**src/hdl/bsd_pkg.sv**
```systemverilog
// ----------------------------------------------------------------------------
// bsd_pkg
// Shared codes and the per-word control struct for the Bezier split and
// derivative unit.
// ----------------------------------------------------------------------------
`default_nettype none

package bsd_pkg;

  localparam logic CMD_SPLIT = 1'b0;
  localparam logic CMD_DERIV = 1'b1;

  localparam logic [1:0] DEG_NONE  = 2'd0;
  localparam logic [1:0] DEG_LINE  = 2'd1;
  localparam logic [1:0] DEG_QUAD  = 2'd2;
  localparam logic [1:0] DEG_CUBIC = 2'd3;

  // Decoded command that travels with each queued word.
  typedef struct packed {
    logic       cmd;
    logic [1:0] deg;       // never zero once classified
    logic [2:0] last_idx;  // point_index of the final result point
  } ctl_t;

  localparam int CTL_W = $bits(ctl_t);

  localparam int QUEUE_DEPTH = 2;
  localparam int QUEUE_PTR_W = 1;
  localparam int QUEUE_CNT_W = 2;

endpackage

`default_nettype wire

```
**src/hdl/bsd_front.sv**
```systemverilog
// ----------------------------------------------------------------------------
// bsd_front
// Input side: decodes command and degree, saturates t to one and pushes the
// word into the queue.
// ----------------------------------------------------------------------------
`default_nettype none

module bsd_front import bsd_pkg::*; #(
  parameter int T_FRAC_BITS = 16
) (
  input  wire logic                   in_valid_i,
  output logic                        in_ready_o,
  input  wire logic                   cmd_i,
  input  wire logic [1:0]             degree_i,
  input  wire logic [T_FRAC_BITS:0]   t_i,
  input  wire logic                   q_ready_i,
  output logic                        q_push_o,
  output ctl_t                        ctl_o,
  output logic [T_FRAC_BITS:0]        t_sat_o
);

  localparam int TW = T_FRAC_BITS + 1;
  localparam logic [TW-1:0] T_ONE = {1'b1, {T_FRAC_BITS{1'b0}}};

  logic [1:0] deg;

  // degree zero runs as a line
  assign deg = (degree_i == DEG_NONE) ? DEG_LINE : degree_i;

  assign t_sat_o = (t_i > T_ONE) ? T_ONE : t_i;

  always_comb begin
    ctl_o.cmd = cmd_i;
    ctl_o.deg = deg;
    if (cmd_i == CMD_DERIV) begin
      ctl_o.last_idx = {1'b0, deg - 2'd1};
    end else begin
      ctl_o.last_idx = {deg, 1'b0};
    end
  end

  assign in_ready_o = q_ready_i;
  assign q_push_o   = in_valid_i & q_ready_i;

endmodule

`default_nettype wire

```
**config.mk**
```make
export PLATFORM = sky130hd
export DESIGN_NAME = bsd_front
export DESIGN_NICKNAME = d
export VERILOG_FILES = /design/src/hdl/bsd_pkg.sv /design/src/hdl/bsd_front.sv
export SDC_FILE = /design/constraint.sdc
export NUM_CORES = 1
export LEC_CHECK = 0
export BUFFER_PORTS_ARGS = -buffer_cell sky130_fd_sc_hd__buf_2
export CORE_AREA = 5 5 42 44
export DETAILED_ROUTE_END_ITERATION = 10
export DIE_AREA = 0 0 47 49
export PLACE_DENSITY = 0.72
export SYNTH_ARGS = -nofsm -noshare
export SYNTH_HDL_FRONTEND = slang
export SYNTH_SLANG_ARGS = --single-unit
```
**constraint.sdc**
```tcl
create_clock -name vclk -period 1
set_clock_uncertainty 0.05 [all_clocks]
set_input_delay 0 -clock vclk [all_inputs]
set_output_delay 0 -clock vclk [all_outputs]
set_load 0.01 [all_outputs]
```
==> metrics.md <==
| Metric | Value |
|---|---|
| Commonest non-fill, non-tap cells in the layout | `buf_2 (40), nor2b_1 (15), buf_6 (7)` |
| Drt pass-1 iters | `1` |
| Post-synth cell types | `12` |
| Starting Density | `18.5%` |
| Worst-margin pin slew | `approximately 0.34 ns` |
| Cells after DPL | `92` |
| Pleak | `0.298 nW` |
| Final setup fails | `10` |
| Commonest non-fill, non-tap cell in the layout | `buf_2` |
| Crit path capture type | `output pin` |
| Post-Syn Area per Cell | `slightly below 8 um2` |
| Share of total power in the clock network | `0%` |
| Final Hold Fails | `0` |
| Starting DRT DRC Count | `0` |
| # rows | `14` |
| CLK BUF | `0` |
| Gpl congestion | `0.681` |
| Final instance area | `just under 600 um2` |
| WL per Instance | `11.6 um` |
| Post-route DRC violation count | `0` |
| Crit path cell chain | `buf_6, nor4_4, buf_4, a41oi_4, nor2b_1, buf_2` |
| Status | `complete, but fails checks` |
| Syn_nets | `55` |
| Fin. max-slew vios | `0` |
| CP delay by family, top | `simple AND/OR/NAND/NOR gates` |
| First-pass GRT wire length | `1450 um` |
| Maximum vdd drop | `0.168 mV` |
| Slew HR | `about three quarters` |
| Post-layout min period | `1.06 ns` |
| Input/output buffers | `between 40 and 50` |
| Synth warn | `0` |
| P per Cell Area | `402 nW/um2` |
| Crit Path Category | `input port to output pin` |
| Crit path max fanout | `5` |
| Worst path max stage delay | `0.30 ns` |
| Switching share of total power | `a little under 50%` |
| Via count | `between 400 and 500` |
| Final period util | `106%` |
| Vias in the first global route | `378` |
| P&R area growth vs syn | `123%` |
| Reg power frac | `0%` |
| Switching pwr | `approximately 0.00011 W` |
| Post-placement cell area | `492 um2` |
| Dpl hpwl | `861 um` |
| Final Non-Filler Cells | `94` |
| Fin Hold WS | `0.145 ns` |
| Die Wd | `47 um` |
| Logic pwr share | `100.0%` |
| # diodes | `0` |
| WP data arrival | `1.01 ns` |
| Critical Path Slowest Stage Cell | `nor4_4` |
| DIE HEIGHT | `49 um` |
| Int Pwr | `0.000118 W` |
| Failing checks | `negative setup slack` |
| PnR worst setup slack | `-0.0612 ns` |
| Core area | `1400 um2` |
| Seq cells | `0` |
| Worst Hold Class | `input port to output pin` |
| Fmax | `942 MHz` |
| Antenna violations before repair | `0` |
| GRT Residual Overflow | `0` |
| Synthesized cell area | `between 200 and 300 um2` |
| Post-layout util | `41.2%` |
| Register area share after synthesis | `0%` |
| Gr usage total | `about 8.0%` |
| Post-Route WL | `~1100 um` |
| Sequential cell area | `0 um2` |
| Setup_tns | `-0.521 ns` |
| Detail Route Antenna Nets | `0` |
| Vias per cell | `4.32` |
| Die area | `2300 um2` |
| CP Buf/Inv Count | `3` |
| Fraction of layout cells with a size suffix above 1 | `between 70% and 80%` |
| Max_cap viols | `0` |
| CP required | `0.95 ns` |
| RSZ-0062 raised after global routing | `yes` |
| Largest net degree at the start of global routing | `9` |
| Mapped Cells | `33` |
| Number of I/O pins | `47` |
| Startpoint Class | `input port` |
| NumNets Final | `between 100 and 150` |
==> power groups by stage <==
stage / logic (W) / clock network (W) / registers [W]
floorplan: 0.0000903 / 0 / 0
global placement: 0.000197 / 0 / 0
detailed placement: 0.000200 / 0 / 0
CTS: 0.000226 / 0 / 0
global route: 0.000253 / 0 / 0
finish: 0.000232 / 0 / 0
==> Yosys cell counts, drive strengths merged <==
cell type	number	share of area (%)
a21boi	1	2.9
a41oi	1	11
and2	1	2.4
buf	2	5.8
clkbuf	2	2.9
inv	3	4.3
nand2b	1	2.4
nor2	2	2.9
nor2b	16	40
nor4	4	26
==> cells by family after synthesis <==
kind of cell           after synthesis  synth area share (%)
and+or+nand+nor                     24                  73.4
AOI/OAI and AO/OA                    2                  13.5
buffers and inverters                7                  13.0
==> final timing paths <==
path	from	end	slack [ns]	cells after the start
hold / removal	q_ready_i	in_ready_o	0.15	2
setup / recovery	t_i[1]	t_sat_o[9]	-0.06	6
==> final cells by class <==
class,count,area (um2)
tap,16,20.0
multi-input combinational,27,259
timing repair buffer,48,287
fill,135,825
inverter,3,11.3
==> through the flow <==
stage	power [W]	worst slack, ns
floorplan	0.0000903	0.161
finish	0.000232	-0.0612
detailed placement	0.000200	-0.0990
CTS	0.000226	-0.0622
global route	0.000253	-0.161
global placement	0.000197	-0.0559
==> layer usage <==
metal / up-vias / GRT usage (%) / routed length, um
li1: 199 / - / -
met2: 43 / 14.7 / 454
met4: 0 / 0 / 14
met1: 162 / 8.70 / 337
met3: 2 / 3.32 / 286
met5: - / 0 / 0
==> what timing repair did <==
| item | CTS | global route |
|---|---|---|
| setup buffers | 0 | 1 |
| cloned | 1 | 0 |
| hold buffers | 0 | 0 |
| endpoints found under the setup margin | 10 | 10 |
| gates resized for setup | 8 | 3 |
| pin swaps | 6 | 3 |
Power figures use the tool's default switching activity.
