File: src/hdl/bsd_pkg.sv
// ----------------------------------------------------------------------------
// bsd_pkg
// Shared codes and the per-word control struct for the Bezier split and
// derivative unit.
// ----------------------------------------------------------------------------
`default_nettype none

package bsd_pkg;

  localparam logic CMD_SPLIT = 1'b0;
  localparam logic CMD_DERIV = 1'b1;

  localparam logic [1:0] DEG_NONE  = 2'd0;
  localparam logic [1:0] DEG_LINE  = 2'd1;
  localparam logic [1:0] DEG_QUAD  = 2'd2;
  localparam logic [1:0] DEG_CUBIC = 2'd3;

  // Decoded command that travels with each queued word.
  typedef struct packed {
    logic       cmd;
    logic [1:0] deg;       // never zero once classified
    logic [2:0] last_idx;  // point_index of the final result point
  } ctl_t;

  localparam int CTL_W = $bits(ctl_t);

  localparam int QUEUE_DEPTH = 2;
  localparam int QUEUE_PTR_W = 1;
  localparam int QUEUE_CNT_W = 2;

endpackage

`default_nettype wire

File: src/hdl/bsd_queue.sv
// ----------------------------------------------------------------------------
// bsd_queue
// Two-entry word queue between the input side and the point engine.
// ----------------------------------------------------------------------------
`default_nettype none

module bsd_queue import bsd_pkg::*; #(
  parameter int W = 224
) (
  input  wire logic         clk_i,
  input  wire logic         rst_ni,
  input  wire logic         push_i,
  input  wire logic [W-1:0] wdata_i,
  output logic              ready_o,
  input  wire logic         pop_i,
  output logic              valid_o,
  output logic [W-1:0]      rdata_o
);

  logic [W-1:0]             mem_q [QUEUE_DEPTH];
  logic [QUEUE_PTR_W-1:0]   wr_ptr_q, wr_ptr_d;
  logic [QUEUE_PTR_W-1:0]   rd_ptr_q, rd_ptr_d;
  logic [QUEUE_CNT_W-1:0]   cnt_q, cnt_d;

  assign ready_o = (cnt_q != QUEUE_CNT_W'(QUEUE_DEPTH));
  assign valid_o = (cnt_q != '0);
  assign rdata_o = mem_q[rd_ptr_q];

  always_comb begin
    wr_ptr_d = wr_ptr_q;
    rd_ptr_d = rd_ptr_q;
    cnt_d    = cnt_q;
    if (push_i) begin
      wr_ptr_d = wr_ptr_q + 1'b1;
    end
    if (pop_i) begin
      rd_ptr_d = rd_ptr_q + 1'b1;
    end
    if (push_i && !pop_i) begin
      cnt_d = cnt_q + 1'b1;
    end else if (!push_i && pop_i) begin
      cnt_d = cnt_q - 1'b1;
    end
  end

  always_ff @(posedge clk_i or negedge rst_ni) begin
    if (!rst_ni) begin
      wr_ptr_q <= '0;
      rd_ptr_q <= '0;
      cnt_q    <= '0;
    end else begin
      wr_ptr_q <= wr_ptr_d;
      rd_ptr_q <= rd_ptr_d;
      cnt_q    <= cnt_d;
    end
  end

  always_ff @(posedge clk_i) begin
    if (push_i) begin
      mem_q[wr_ptr_q] <= wdata_i;
    end
  end

endmodule

`default_nettype wire

File: config.mk
export PLATFORM = sky130hd
export DESIGN_NAME = bsd_queue
export DESIGN_NICKNAME = d
export VERILOG_FILES = /design/src/hdl/bsd_pkg.sv /design/src/hdl/bsd_queue.sv
export SDC_FILE = /design/constraint.sdc
export NUM_CORES = 1
export LEC_CHECK = 0
export ABC_AREA = 1
export BUFFER_PORTS_ARGS = -buffer_cell sky130_fd_sc_hd__buf_2
export CAP_MARGIN = 20
export CORE_UTILIZATION = 48
export CTS_BUF_LIST = sky130_fd_sc_hd__clkbuf_4
export CTS_CLUSTER_SIZE = 12
export DETAILED_ROUTE_END_ITERATION = 7
export GPL_ROUTABILITY_DRIVEN = 0
export MAX_ROUTING_LAYER = met4
export PLACE_DENSITY = 0.85
export SETUP_SLACK_MARGIN = 0.05
export SKIP_CTS_REPAIR_TIMING = 1
export SLEW_MARGIN = 20
export SYNTH_ARGS = -nofsm -noshare
export SYNTH_HDL_FRONTEND = slang
export SYNTH_SLANG_ARGS = --single-unit
File: constraint.sdc
create_clock -name clk_i -period 12.4 [get_ports clk_i]
set_input_delay 0 -clock clk_i [delete_from_list [all_inputs] [get_ports clk_i]]
set_output_delay 0 -clock clk_i [all_outputs]
set_load 0.01 [all_outputs]
==> out/summary.txt, run 1 <==
Status: did not finish
Stop stage: global routing
Error: [ERROR RSZ-0060] Max buffer count reached.
Cts bufs inserted: 109
Die Y-Extent: 190.1 um
Synth unique cells: 14
Syn nets: 951
PortBufs: 453
H-tree lvl count: 3
# IOs: 454
Maximum clock insertion buffer count: 3
Dpl hpwl: 22,720 um
Initial Utilization: 48.92%
Setup WS pre-CTS: 9.950 ns
Mapped Cells: 722
Die W: 190.1 um
Clock tree root driver cell: clkbuf_4
Clk sinks: 452
Synth Register Bits: 452
Largest net degree at the start of global routing: 125
Mapped Area: 16,980 um^2
Syn Area/Cell: 23.52 um^2
YS warnings: 0
Seq/Total Area, Yosys: 79.81%
Num rows: 68
cells by family after synthesis:
group         synth area share [%]
xor+xnor                    0.1547
fa+ha+maj                  0.07366
buf+inv                      1.555
simple gates                0.2431
mux                          18.17
flops                        79.81
cells in the mapped netlist:
master,count,share of area (%)
ha_1,1,0.074
xor2_1,2,0.10
buf_2,7,0.21
nand4_1,1,0.037
mux2_4,150,13
nor2_1,1,0.022
inv_1,7,0.15
buf_6,18,1.2
edfxtp_1,448,79
nand3_1,1,0.029
mux2_2,74,4.9
dfrtp_1,4,0.59
xnor2_1,1,0.052
nand2_1,7,0.15
stage by stage:
| step | instances | hold slack [ns] | area, um^2 |
|---|---|---|---|
| after floorplan | 722 | -0.2956 | 16980 |
| after global placement | 1613 | -0.1863 | 19670 |
| after detailed placement | 1613 | -0.1832 | 19670 |
| after CTS | 1805 | -1.097 | 21060 |
==> run 2: changes to the inputs <==
--- a/config.mk
+++ b/config.mk
@@ -8,14 +8,10 @@
 export ABC_AREA = 1
 export BUFFER_PORTS_ARGS = -buffer_cell sky130_fd_sc_hd__buf_2
 export CAP_MARGIN = 20
-export CORE_UTILIZATION = 48
-export CTS_BUF_LIST = sky130_fd_sc_hd__clkbuf_4
-export CTS_CLUSTER_SIZE = 12
+export CORE_UTILIZATION = 33
 export DETAILED_ROUTE_END_ITERATION = 7
 export GPL_ROUTABILITY_DRIVEN = 0
-export MAX_ROUTING_LAYER = met4
-export PLACE_DENSITY = 0.85
-export SETUP_SLACK_MARGIN = 0.05
+export PLACE_DENSITY_LB_ADDON = 0.15
 export SKIP_CTS_REPAIR_TIMING = 1
 export SLEW_MARGIN = 20
 export SYNTH_ARGS = -nofsm -noshare
==> out/summary.txt, run 2 <==
Met2 usage: 25.35%
Vias in the first global route: 8,931
Clock period minus worst slack: 3.598 ns
# IOs: 454 (unchanged)
PnR worst setup slack: 8.802 ns
Relative slew slack: 33.82%
Dpl hpwl: 26,350 um (+16%)
Initial DRT Pass Iterations: 4
Nets: 1,667
Cts bufs inserted: 50 (-54%)
Fin crit share: 29.02%
Initial antenna violation count: 1
Max Cap Viol: 0
RR Startpoint: wr_ptr_q$_DFFE_PN0P_
Class of the worst hold path: input port to register
Syn nets: 951 (unchanged)
Min-delay src: wdata_i[18]
Fin. Hold Viols: 0
Initial Utilization: 33.64% (-15 points)
Worst-case reg-to-reg path depth: 3
Number of vias per cell: 4.263
Layout Skew: 0.02359 ns
Cell with the most instances after synthesis: edfxtp_1
H-tree lvl count: 2 (-1)
Max reg flops: 448
Top post-synthesis cells by area: edfxtp_1 (79%), mux2_4 (13%), mux2_2 (4.9%)
Largest net degree at the start of global routing: 139
Worst endpoint required time: 12.40 ns
Mapped Cells: 722 (unchanged)
Top reg by flops: mem_q
First-pass GRT wire length: 55,670 um
RSZ-0062 raised after global routing: no
Crit path kind: register to output pin
Grt total ovfl: 0
Startpoint types: register
Clock tree root driver cell: clkbuf_16
Routed Wire Length: 39,810 um
Synth Register Bits: 452 (unchanged)
Total GRT Usage: 14.34%
Worst EP arrival: 3.60 ns
GR peak layer: met2
GR Util met1: 16.34%
1st-iter DRT viols: 373
Fmax: 277.9 MHz
Top cell type by total area after synthesis: edfxtp_1
Status: completed
# setup viols final: 0
Async S/R FF share, synth: 0.8850% (unchanged)
Area growth, synth to finish: 39.86%
Die area: 52,370 um^2
GR Util met3: 4.229%
Detail-routed net length per standard cell: 18.53 um
Commonest cells after routing, fill and taps aside: buf_2 (453), edfxtp_1 (448), dlygate4sd3_1 (228)
Maximum fanout along the worst path: 59
Syn Area/Cell: 23.52 um^2 (unchanged)
Hold Path Depth: 2
Post-synth EDFFs: 448 (unchanged)
PortBufs: 453 (unchanged)
CTS tree: done
Pins Over Slew Limit: 0
DR vias: 9,156
Seq/Total Area, Yosys: 79.81% (unchanged)
Synth unique cells: 14 (unchanged)
Num rows: 82 (+21%)
R2R Setup Slk: 9.37 ns
Core outline area: 50,480 um^2
P per Cell Area: 213.2 nW/um^2
Final antenna-violating net count: 0
Yosys top cell area share: 79.22% (unchanged)
Commonest non-fill, non-tap cell in the layout: buf_2
Fraction of layout cells with a size suffix above 1: 50.81%
Worst IR Drop VDD: 266.5 uV
# DRC: 0
# diodes: 0
Die Y-Extent: 228.9 um (+20%)
YS warnings: 0 (unchanged)
Synth Flop Type: edfxtp_1
Leakage: 9.360 nW
Mapped Area: 16,980 um^2 (unchanged)
Leading registers by flop count: mem_q (448), cnt_q (2)
Critical R2R Capture: mem_q[0][122]$_DFFE_PP_
Clk sinks: 452 (unchanged)
Total negative slack: 0 ns
Clock transition at the registers of the reported paths: 0.06 ns
Measured slew at the worst slew-check pin: 0.9928 ns
Setup WS pre-CTS: 9.294 ns (-0.6566 ns)
Maximum clock insertion buffer count: 3 (unchanged)
Die W: 228.9 um (+20%)
Hold Path End: mem_q[1][18]$_DFFE_PP_
Clock Latency Late Sink: 0.58 ns
Commonest cells post-synth: edfxtp_1 (448), mux2_4 (150), mux2_2 (74)
Crit end category: output pin
## run 2: cell counts after synthesis
Identical to the previous run, type by type.
## run 2: cell type report
class                           count  area (um^2)
Inverter                            7        33.78
Sequential cell                   452        13560
Timing Repair Buffer              689         4622
Fill cell                        4471        26730
Tap cell                          672        840.8
Clock buffer                       70         1378
Multi-Input combinational cell    238         3173
Clock inverter                     20        147.6
## run 2: cell families (layout without fill, tap and decap cells)
| family | count (synthesis) | after routing | synth area share, % |
|---|---|---|---|
| buffers and inverters | 32 | 786 | 1.555 |
| AND/OR/NAND/NOR | 10 | 10 | 0.2431 |
| adder cells (fa/ha/maj) | 1 | 1 | 0.07366 |
| XOR/XNOR | 3 | 3 | 0.1547 |
| flip-flops | 452 | 452 | 79.81 |
| multiplexers | 224 | 224 | 18.17 |
## run 2: how the worst max path moves through the flow
stage,from,end,slack [ns],depth (start not counted)
6_report,rd_ptr_q$_DFFE_PN0P_,rdata_o[48],8.80,4
5_1_grt,rd_ptr_q$_DFFE_PN0P_,rdata_o[122],8.62,4
4_1_cts,rd_ptr_q$_DFFE_PN0P_,rdata_o[48],8.73,4
3_5_place_dp,wr_ptr_q$_DFFE_PN0P_,mem_q[0][52]$_DFFE_PP_,9.29,3
3_3_place_gp,wr_ptr_q$_DFFE_PN0P_,mem_q[0][122]$_DFFE_PP_,9.28,3
2_1_floorplan,wr_ptr_q$_DFFE_PN0P_,mem_q[0][0]$_DFFE_PP_,1.88,1
## run 2: power breakdown
group          switching, mW  internal [mW]
registers             0.0924           2.03
clock network          0.573          0.812
logic                  0.793          0.762
## run 2: stage by stage
step / util (%) / hold WS [ns] / area [um^2] / power (mW) / cells
2_1_floorplan: - / -0.2956 / 16980 / 3.232 / 722
3_3_place_gp: 39.51 / -0.1875 / 19940 / 3.682 / 1830
3_5_place_dp: 39.51 / -0.1890 / 19940 / 3.687 / 1830
4_1_cts: 42.53 / -0.8295 / 21470 / 5.090 / 1920
5_1_grt: 47.05 / 0.1180 / 23750 / 5.288 / 2148
6_report: 47.05 / 0.1381 / 23750 / 5.064 / 2148
## run 2: critical path, stage by stage (launching register included)
cell and delay, ns:
dfrtp_4 0.70, buf_4 0.81, buf_4 0.86, mux2_4 0.36, buf_2 0.14
## run 2: metal layers
| layer | vias to the layer above | routed length, um | part of all wire, % |
|---|---|---|---|
| met5 | - | 15 | 0.038 |
| met4 | 2 | 1134 | 2.8 |
| met3 | 84 | 2056 | 5.2 |
| met2 | 252 | 20780 | 52 |
| met1 | 4507 | 15820 | 40 |
| li1 | 4311 | - | - |
(Power assumes the default switching activity.)
==> run 3: changes to the inputs <==
==> constraint.sdc (replaced) <==
create_clock -name clk_i -period 3.3 [get_ports clk_i]
set_input_delay 0 -clock clk_i [delete_from_list [all_inputs] [get_ports clk_i]]
set_output_delay 0 -clock clk_i [all_outputs]
set_load 0.01 [all_outputs]
==> out/summary.txt, run 3 (synthesized netlist as in run 2, its figures left out) <==
Status: completed
Max reg flops: 448 (unchanged)
H-tree lvl count: 2 (unchanged)
Final antenna-violating net count: 0 (unchanged)
Clock period minus worst slack: 2.406 ns
DP Area: 20,140 um^2 (+0.96%)
Area growth, synth to finish: 41.48%
CTS tree: done
Cts bufs inserted: 50 (unchanged)
Setup WS pre-CTS: 1.377 ns (-7.917 ns)
Total GRT Usage: 13.97% (-0.37 points)
Clock Latency Late Sink: 0.57 ns (about the same)
Initial DRT Pass Iterations: 4 (unchanged)
Clk sinks: 452 (unchanged)
Vias in the first global route: 8,898 (-0.37%)
Startpoint types: register
Crit path kind: register to output pin
1st-iter DRT viols: 316 (-15%)
PortBufs: 453 (unchanged)
Slowest Stage Delay on Critical Path: 0.89 ns (+0.03 ns)
Routed Wire Length: 38,730 um (-2.7%)
Maximum clock insertion buffer count: 3 (unchanged)
Net Sw Frac: 28.63% (-0.16 points)
RSZ-0062 raised after global routing: no
Clock tree root driver cell: clkbuf_16
Top reg by flops: mem_q
Leading registers by flop count: mem_q (448), cnt_q (2)
Die Y-Extent: 228.9 um (unchanged)
Die W: 228.9 um (unchanged)
Fin. Hold Viols: 0 (unchanged)
Maximum fanout along the worst path: 38 (-36%)
P per Cell Area: 804.9 nW/um^2 (+280%)
Relative slew slack: 51.32% (+18 points)
Leakage: 9.506 nW (+1.6%)
Core outline area: 50,480 um^2 (unchanged)
Max Cap Viol: 0 (unchanged)
PnR worst setup slack: 0.8938 ns (-7.908 ns)
Layout Utilization: 47.60% (+0.55 points)
Slowest stage cell, crit path: dfrtp_4
Nets: 1,681 (+0.84%)
Worst hold slack: 0.1580 ns (+0.01995 ns)
Worst endpoint required time: 3.30 ns (-9.10 ns)
Placed insts: 1,844 (+0.77%)
Num rows: 82 (unchanged)
Crit-path cells: buf_4, mux2_2, buf_2
Crit end category: output pin
Number of vias per cell: 4.266 (about the same)
Worst IR Drop VDD: 627.2 uV (+140%)
Initial Utilization: 33.64% (unchanged)
Clock power share: 27.8% (+0.5 points)
Measured slew at the worst slew-check pin: 0.7302 ns (-0.2625 ns)
Fillers: 4,414 (-1.3%)
Layout Skew: 0.006013 ns (-0.01757 ns)
Psw: 5.537 mW (+280%)
First-pass GRT wire length: 54,970 um (-1.3%)
Final Non-Filler Cells: 2,166 (+0.84%)
Total power: 19.34 mW (+280%)
Grt total ovfl: 0 (unchanged)
Int Pwr: 13.80 mW (+280%)
# setup viols final: 0 (unchanged)
Detail-routed net length per standard cell: 17.88 um (-3.5%)
Comb power frac: 31.0% (+0.3 points)
Dpl hpwl: 25,210 um (-4.3%)
Seq pwr share: 41.2% (-0.7 points)
# IOs: 454 (unchanged)
Pins Over Slew Limit: 0 (unchanged)
Class of the worst hold path: input port to register
Fmax: 415.6 MHz
Worst EP arrival: 2.41 ns (-1.19 ns)
Fin crit share: 72.91%
Die area: 52,370 um^2 (unchanged)
Fraction of layout cells with a size suffix above 1: 51.98% (+1.2 points)
Commonest cells after routing, fill and taps aside: buf_2 (453), edfxtp_1 (448), dlygate4sd3_1 (228)
Initial antenna violation count: 1 (unchanged)
Largest net degree at the start of global routing: 119 (-14%)
# DRC: 0 (unchanged)
Total negative slack: 0 ns (unchanged)
Commonest non-fill, non-tap cell in the layout: buf_2
Final Cell Area: 24,030 um^2 (+1.2%)
DR vias: 9,241 (+0.93%)
Clock transition at the registers of the reported paths: 0.06 ns (about the same)
run 3: power by group through the flow:
stage | clock network (mW) | registers, mW | logic [mW]
after floorplan | 0 | 8.05 | 3.89
after global placement | 0 | 8.06 | 5.93
after detailed placement | 0 | 8.11 | 5.92
after CTS | 5.56 | 7.99 | 5.93
after global routing | 5.78 | 8.08 | 6.40
final | 5.37 | 7.96 | 6.00
run 3: final cells by class:
cell class / count / area [um^2] / area share [%]
multi-input combinational: 238 / 3176 / 13.22
clock buffer: 66 / 1395 / 5.806
inverter: 7 / 30.03 / 0.1250
tap: 672 / 840.8 / 3.499
sequential: 452 / 13560 / 56.42
timing repair buffer: 703 / 4815 / 20.04
antenna: 1 / 2.502 / 0.01042
clock inverter: 27 / 211.5 / 0.8801
run 3: worst paths after layout:
kind / slack [ns] / cells past startpoint / startpoint / end
max: 0.89 / 3 / rd_ptr_q$_DFFE_PN0P_ / rdata_o[198]
min: 0.16 / 2 / wdata_i[19] / mem_q[1][19]$_DFFE_PP_
max in group asynchronous: 2.77 / 3 / rst_ni / rd_ptr_q$_DFFE_PN0P_
min reg2reg: 0.50 / 2 / cnt_q[1]$_DFFE_PN0P_ / cnt_q[1]$_DFFE_PN0P_
max reg2reg: 1.44 / 3 / wr_ptr_q$_DFFE_PN0P_ / mem_q[1][133]$_DFFE_PP_
min in group asynchronous: 0.33 / 3 / rst_ni / cnt_q[1]$_DFFE_PN0P_
run 3: worst max-delay path: cells and delay by family (launching register included):
kind                   cells  cell delay, ns
muxes                      1            0.38
DFF                        1            0.89
buffers and inverters      2            0.54
run 3: routing by layer:
layer	wire (um)	track usage (%)	up-vias
li1	-	-	4338
met1	15620	16.63	4571
met2	19820	23.37	270
met3	2209	4.142	62
met4	1082	6.188	0
met5	0	0	-
